===== src/sv/sgm_pkg.sv =====
// Shared constants, types and command/status structs for the Sobel block.
// No dependencies; imported by sgm_ctrl, sgm_dp and the top level.
package sgm_pkg;

  localparam int MAX_ROW_BYTES = 4096;
  localparam int MAX_CHANNELS  = 4;
  localparam int MAX_ROWS      = 4096;
  localparam int WIN_COLS      = 2 * MAX_CHANNELS + 1;

  localparam int COL_W  = $clog2(MAX_ROW_BYTES);
  localparam int ROW_W  = $clog2(MAX_ROWS);
  localparam int PEND_W = COL_W + 2;
  localparam int ADDR_W = 4;

  localparam logic [2:0]  CHAN_LIMIT = 3'(MAX_CHANNELS);
  localparam logic [12:0] ROWS_LIMIT = 13'(MAX_ROWS);
  localparam logic [15:0] BYTES_LIMIT = 16'(MAX_ROW_BYTES);

  localparam logic [20:0] SAT_LIMIT = 21'd64770;
  localparam logic [7:0]  SAT_MAG   = 8'd255;

  localparam logic [12:0] RST_WIDTH    = 13'd640;
  localparam logic [2:0]  RST_CHANNELS = 3'd1;
  localparam logic [12:0] RST_HEIGHT   = 13'd480;

  typedef enum logic [1:0] {
    REG_WIDTH    = 2'd0,
    REG_CHANNELS = 2'd1,
    REG_HEIGHT   = 2'd2,
    REG_NONE     = 2'd3
  } sgm_reg_t;

  localparam logic KIND_PIXEL = 1'b0;
  localparam logic KIND_DRAIN = 1'b1;

  typedef struct packed {
    logic       take;
    logic       load;
    logic       dec;
    logic       clr_mag;
    logic       grad;
    logic       sqx;
    logic       sqy;
    logic       root;
    logic [2:0] root_bit;
    logic       round;
    logic       emit;
    logic       emit_err;
  } sgm_cmd_t;

  typedef struct packed {
    logic in_valid;
    logic in_kind;
    logic cfg_bad;
    logic pend_zero;
    logic need_out;
    logic interior;
    logic out_free;
  } sgm_stat_t;

endpackage


===== src/sv/sgm_ctrl.sv =====
// Controller state machine: sequences one item through the datapath.
// Depends on sgm_pkg for the command and status structs.
module sgm_ctrl import sgm_pkg::*; (
  input  logic      clk,
  input  logic      rst,
  input  sgm_stat_t stat,
  output sgm_cmd_t  cmd,
  output logic      in_ready
);

  typedef enum logic [3:0] {
    S_IDLE, S_LOAD, S_DECIDE, S_DRAIN, S_GRAD, S_SQX, S_SQY,
    S_ROOT, S_ROUND, S_DONE, S_DONE_ERR
  } state_t;

  state_t     state;
  logic [2:0] bit_idx;
  logic       accept;

  assign in_ready = (state == S_IDLE);
  assign accept   = in_ready && stat.in_valid;

  always_ff @(posedge clk) begin
    if (rst) begin
      state   <= S_IDLE;
      bit_idx <= '0;
    end else begin
      unique case (state)
        S_IDLE: begin
          if (accept) begin
            if (stat.cfg_bad) begin
              state <= S_DONE_ERR;
            end else if (stat.in_kind == KIND_DRAIN) begin
              state <= S_DRAIN;
            end else begin
              state <= S_LOAD;
            end
          end
        end
        S_LOAD:   state <= S_DECIDE;
        S_DECIDE: begin
          if (!stat.need_out) begin
            state <= S_IDLE;
          end else if (stat.interior) begin
            state <= S_GRAD;
          end else begin
            state <= S_DONE;
          end
        end
        S_DRAIN:  state <= stat.pend_zero ? S_IDLE : S_DONE;
        S_GRAD:   state <= S_SQX;
        S_SQX:    state <= S_SQY;
        S_SQY: begin
          state   <= S_ROOT;
          bit_idx <= 3'd7;
        end
        S_ROOT: begin
          bit_idx <= bit_idx - 3'd1;
          if (bit_idx == 3'd0) begin
            state <= S_ROUND;
          end
        end
        S_ROUND:  state <= S_DONE;
        S_DONE: begin
          if (stat.out_free) begin
            state <= S_IDLE;
          end
        end
        S_DONE_ERR: begin
          if (stat.out_free) begin
            state <= S_IDLE;
          end
        end
        default:  state <= S_IDLE;
      endcase
    end
  end

  always_comb begin
    cmd          = '0;
    cmd.root_bit = bit_idx;
    cmd.take     = accept;
    unique case (state)
      S_LOAD:     cmd.load = 1'b1;
      S_DECIDE: begin
        cmd.dec     = stat.need_out;
        cmd.clr_mag = stat.need_out && !stat.interior;
      end
      S_DRAIN: begin
        cmd.dec     = !stat.pend_zero;
        cmd.clr_mag = !stat.pend_zero;
      end
      S_GRAD:     cmd.grad  = 1'b1;
      S_SQX:      cmd.sqx   = 1'b1;
      S_SQY:      cmd.sqy   = 1'b1;
      S_ROOT:     cmd.root  = 1'b1;
      S_ROUND:    cmd.round = 1'b1;
      S_DONE:     cmd.emit  = stat.out_free;
      S_DONE_ERR: begin
        cmd.emit     = stat.out_free;
        cmd.emit_err = 1'b1;
      end
      default:    cmd = cmd;
    endcase
  end

endmodule


===== config.mk =====
export PLATFORM = sky130hd
export DESIGN_NAME = sgm_ctrl
export DESIGN_NICKNAME = d
export VERILOG_FILES = /design/src/sv/sgm_pkg.sv /design/src/sv/sgm_ctrl.sv
export SDC_FILE = /design/constraint.sdc
export NUM_CORES = 1
export LEC_CHECK = 0
export BUFFER_PORTS_ARGS = -buffer_cell sky130_fd_sc_hd__buf_2
export CORE_ASPECT_RATIO = 0.9
export CORE_MARGIN = 3
export CORE_UTILIZATION = 35
export DETAILED_ROUTE_END_ITERATION = 6
export GPL_TIMING_DRIVEN = 0
export PLACE_DENSITY = 0.62
export REMOVE_ABC_BUFFERS = 1
export SYNTH_ARGS = -nofsm -noshare
export SYNTH_HDL_FRONTEND = slang
export SYNTH_SLANG_ARGS = --single-unit

===== constraint.sdc =====
create_clock -name clk -period 4.1 [get_ports clk]
set_input_delay 1.025 -clock clk [delete_from_list [all_inputs] [get_ports clk]]
set_output_delay 1.025 -clock clk [all_outputs]
set_load 0.05 [all_outputs]

==> impl_results.md <==
- Status: finished clean
- Ys flop type: dfxtp_1
- Top-area cell type share of the netlist area: 0.208
- Synth Register Bits: 7
- Power per cell area: 704 mW/mm²
- Worst hold path stage count: 2
- Footprint of the multi-input gates: 448 µm²
- CP arrival: 1950 ps
- Max incr delay on CP: 710 ps
- Cell row count: 14
- CP cell instances: nand2b_1 > a2111oi_1 > buf_2
- RSZ-0062 raised after global routing: false
- Leak: 0.335 nW
- First-pass GRT wire length: 2.40 mm
- Worst path slowest cell: dfxtp_1
- Worst R2R End: state[0]
- Mapped cell area: 673 µm²
- Sequential area share after synthesis: 0.208
- Critical Path RT: 3070 ps
- Core ar.: 0.00175 mm²
- GPL Wtd Cong: 0.796
- Via-per-instance ratio: 5.37
- Largest net degree at the start of global routing: 24
- I/O Buffers: 23
- Clk sinks: 7
- Non-Filler Instances: 126
- Clock skew: 7.43 ps
- Top post-synthesis cells by area: dfxtp_1 21%, nor2_1 6.7%, nor4bb_1 4.5%, ha_1 3.7%, nand2b_1 3.7%
- Clock transition at path regs: 60 ps
- Filler Cells Inserted: 188
- Routed wire per std cell: 11.6 µm
- Fmax achieved: 336 MHz
- Synth unique cells: 39
- Critical Path Start Type: flop
- Max Slew Vio Count: 0
- Final setup viols: 0
- Hold path startpoint: bit_idx[2]
- Post-cts sizing count: 0
- Sequential cell area: 140 µm²
- Grt ovf: 0
- Dpl cells: 122
- Die area: 0.00249 mm²
- Drt drc: 0
- Critical R2R Launch: state[0]
- Initial Utilization: 0.384
- Synth area leader: dfxtp_1
- Flop-to-flop setup slack: 2330 ps
- Fraction of layout cells with a size suffix above 1: 0.353
- MaxCap Viol Count: 0
- Hold_buf cts: 0
- Final WL: 1.47 mm
- CTS Buf Count: 3
- H-tree depth: 1
- Setup repair bufs after CTS: 0
- Critical path peak fanout: 20
- ANT nets after route: 0
- Post-synth EDFFs: 0
- Minimum clock period: 2970 ps
- Die Width: 52.2 µm
- VDD IR-drop max: 0.000262 V
- CP Capture Type: primary output
- Clk buf depth: 2
- Worst-Margin Slew: 793 ps
- Drt pass-1 iters: 3
- Clock root buffer: clkbuf_4
- Antenna violations before repair: 0
- Die Ht: 47.6 µm
- Most numerous cell in the Yosys netlist: nor2_1
- Dpl hpwl: 1.08 mm
- Async SR Flop Fraction: 0
- Period utilisation layout: 0.725
- HP Class: flop to flop
- Synth-to-Final Area Change: 16.7%
- Clk_lat worst skew: 250 ps
- Synth warn: 0
- Syn Area/Cell: 8.11 µm²
- Io pins: 24
- Ant diodes: 0
- DRT iter0 DRCs: 3
- Synth Instances: 83
- Setup TNS: 0 ps
- Worst r2r path cells: 4
- TritonCTS clock tree: built
- GRT Util Overall: 0.131
- Max_slew headroom: 0.471
- Nets: 114
- Top post-synthesis cells by count: 12 x nor2_1, 7 x dfxtp_1, 5 x inv_1
- Hold EP: bit_idx[2]
- Final hold violation count: 0
- Vias: 676
- Vias in the first global route: 574
- Worst setup path category: flop to primary output
[flip-flops by register name, summed over array words and instances, names as in the netlist]
name,cells
bit_idx,3
state,4
[how the worst max path moves through the flow]
| stage | start | endpoint | depth (start not counted) |
|---|---|---|---|
| floorplan | stat[3] | cmd[11] | 1 |
| global placement | stat[3] | cmd[11] | 3 |
| detailed placement | stat[3] | cmd[11] | 3 |
| CTS | state[0] | cmd[1] | 3 |
| global route | state[0] | cmd[1] | 3 |
| finish | state[1] | cmd[11] | 3 |
[cells by family after synthesis]
kind of cell | after synthesis | synth area share
AND/OR/NAND/NOR | 39 | 0.398
AO/OA/AOI/OAI | 19 | 0.217
buffers and inverters | 15 | 0.126
flip-flops | 7 | 0.208
adder cells (fa/ha/maj) | 2 | 0.0372
XOR/XNOR | 1 | 0.0130
[report_power, final]
part	internal (mW)	switching, mW	total, mW
logic	0.119	0.214	0.333
clock network	0.0372	0.0258	0.0630
registers	0.0840	0.0736	0.158
total	0.240	0.313	0.554
[cells in the final DEF, fill, tap and decap left out]
master	instances
buf_2	23
and3_1	2
nor2_1	12
inv_2	2
o21bai_1	1
nor4b_2	1
xnor2_1	1
a211oi_2	1
a31oi_1	2
nor4_2	1
nor4bb_1	3
nand3_1	1
nor4b_1	1
a311oi_1	2
o31a_1	1
ha_1	2
clkbuf_1	1
a21oi_1	3
inv_1	5
a211o_1	1
o21ai_1	2
dfxtp_1	7
o31ai_1	1
o32ai_2	1
nor4b_4	1
nand2b_1	4
clkbuf_4	3
a2111oi_1	1
o21ai_0	2
o21ba_2	1
nand2_1	1
and3b_1	1
nor4_1	2
nor3_1	3
nor3b_1	1
and2_1	2
and4b_1	1
nor3_2	2
[routing by layer]
metal | track usage | up-vias | share of wire | wire (µm)
met4 | 0.0153 | 0 | 0 | 0
met3 | 0.0561 | 0 | 0.055 | 81
met5 | 0 | - | 0 | 0
met2 | 0.236 | 17 | 0.48 | 704
met1 | 0.152 | 313 | 0.46 | 679
li1 | - | 346 | - | -
[per-stage QoR]
stage               worst slack (ps)  cell area (µm²)  total power [mW]  utilization  hold WS, ps
global placement                1250              759             0.488        0.434          496
CTS                             1150              786             0.559        0.449          518
floorplan                        237              614             0.418            -          665
global route                     994              786             0.598        0.449          541
finish                          1130              786             0.554        0.449          517
detailed placement              1240              759             0.494        0.434          510
[critical path: cells and delay by family, from the launching register on]
kind,cells,cell delay [ps]
buffers and inverters,1,330
AND/OR/NAND/NOR,1,230
AO/OA/AOI/OAI,1,420
flip-flops,1,710
[cell type report]
class                      count  area share
clock buffer                   4      0.0334
sequential                     7       0.178
multi-input combinational     61       0.570
inverter                       7      0.0334
timing repair buffer          23       0.146
tap                           24      0.0382
No activity file was read; power rests on OpenSTA's default activity.
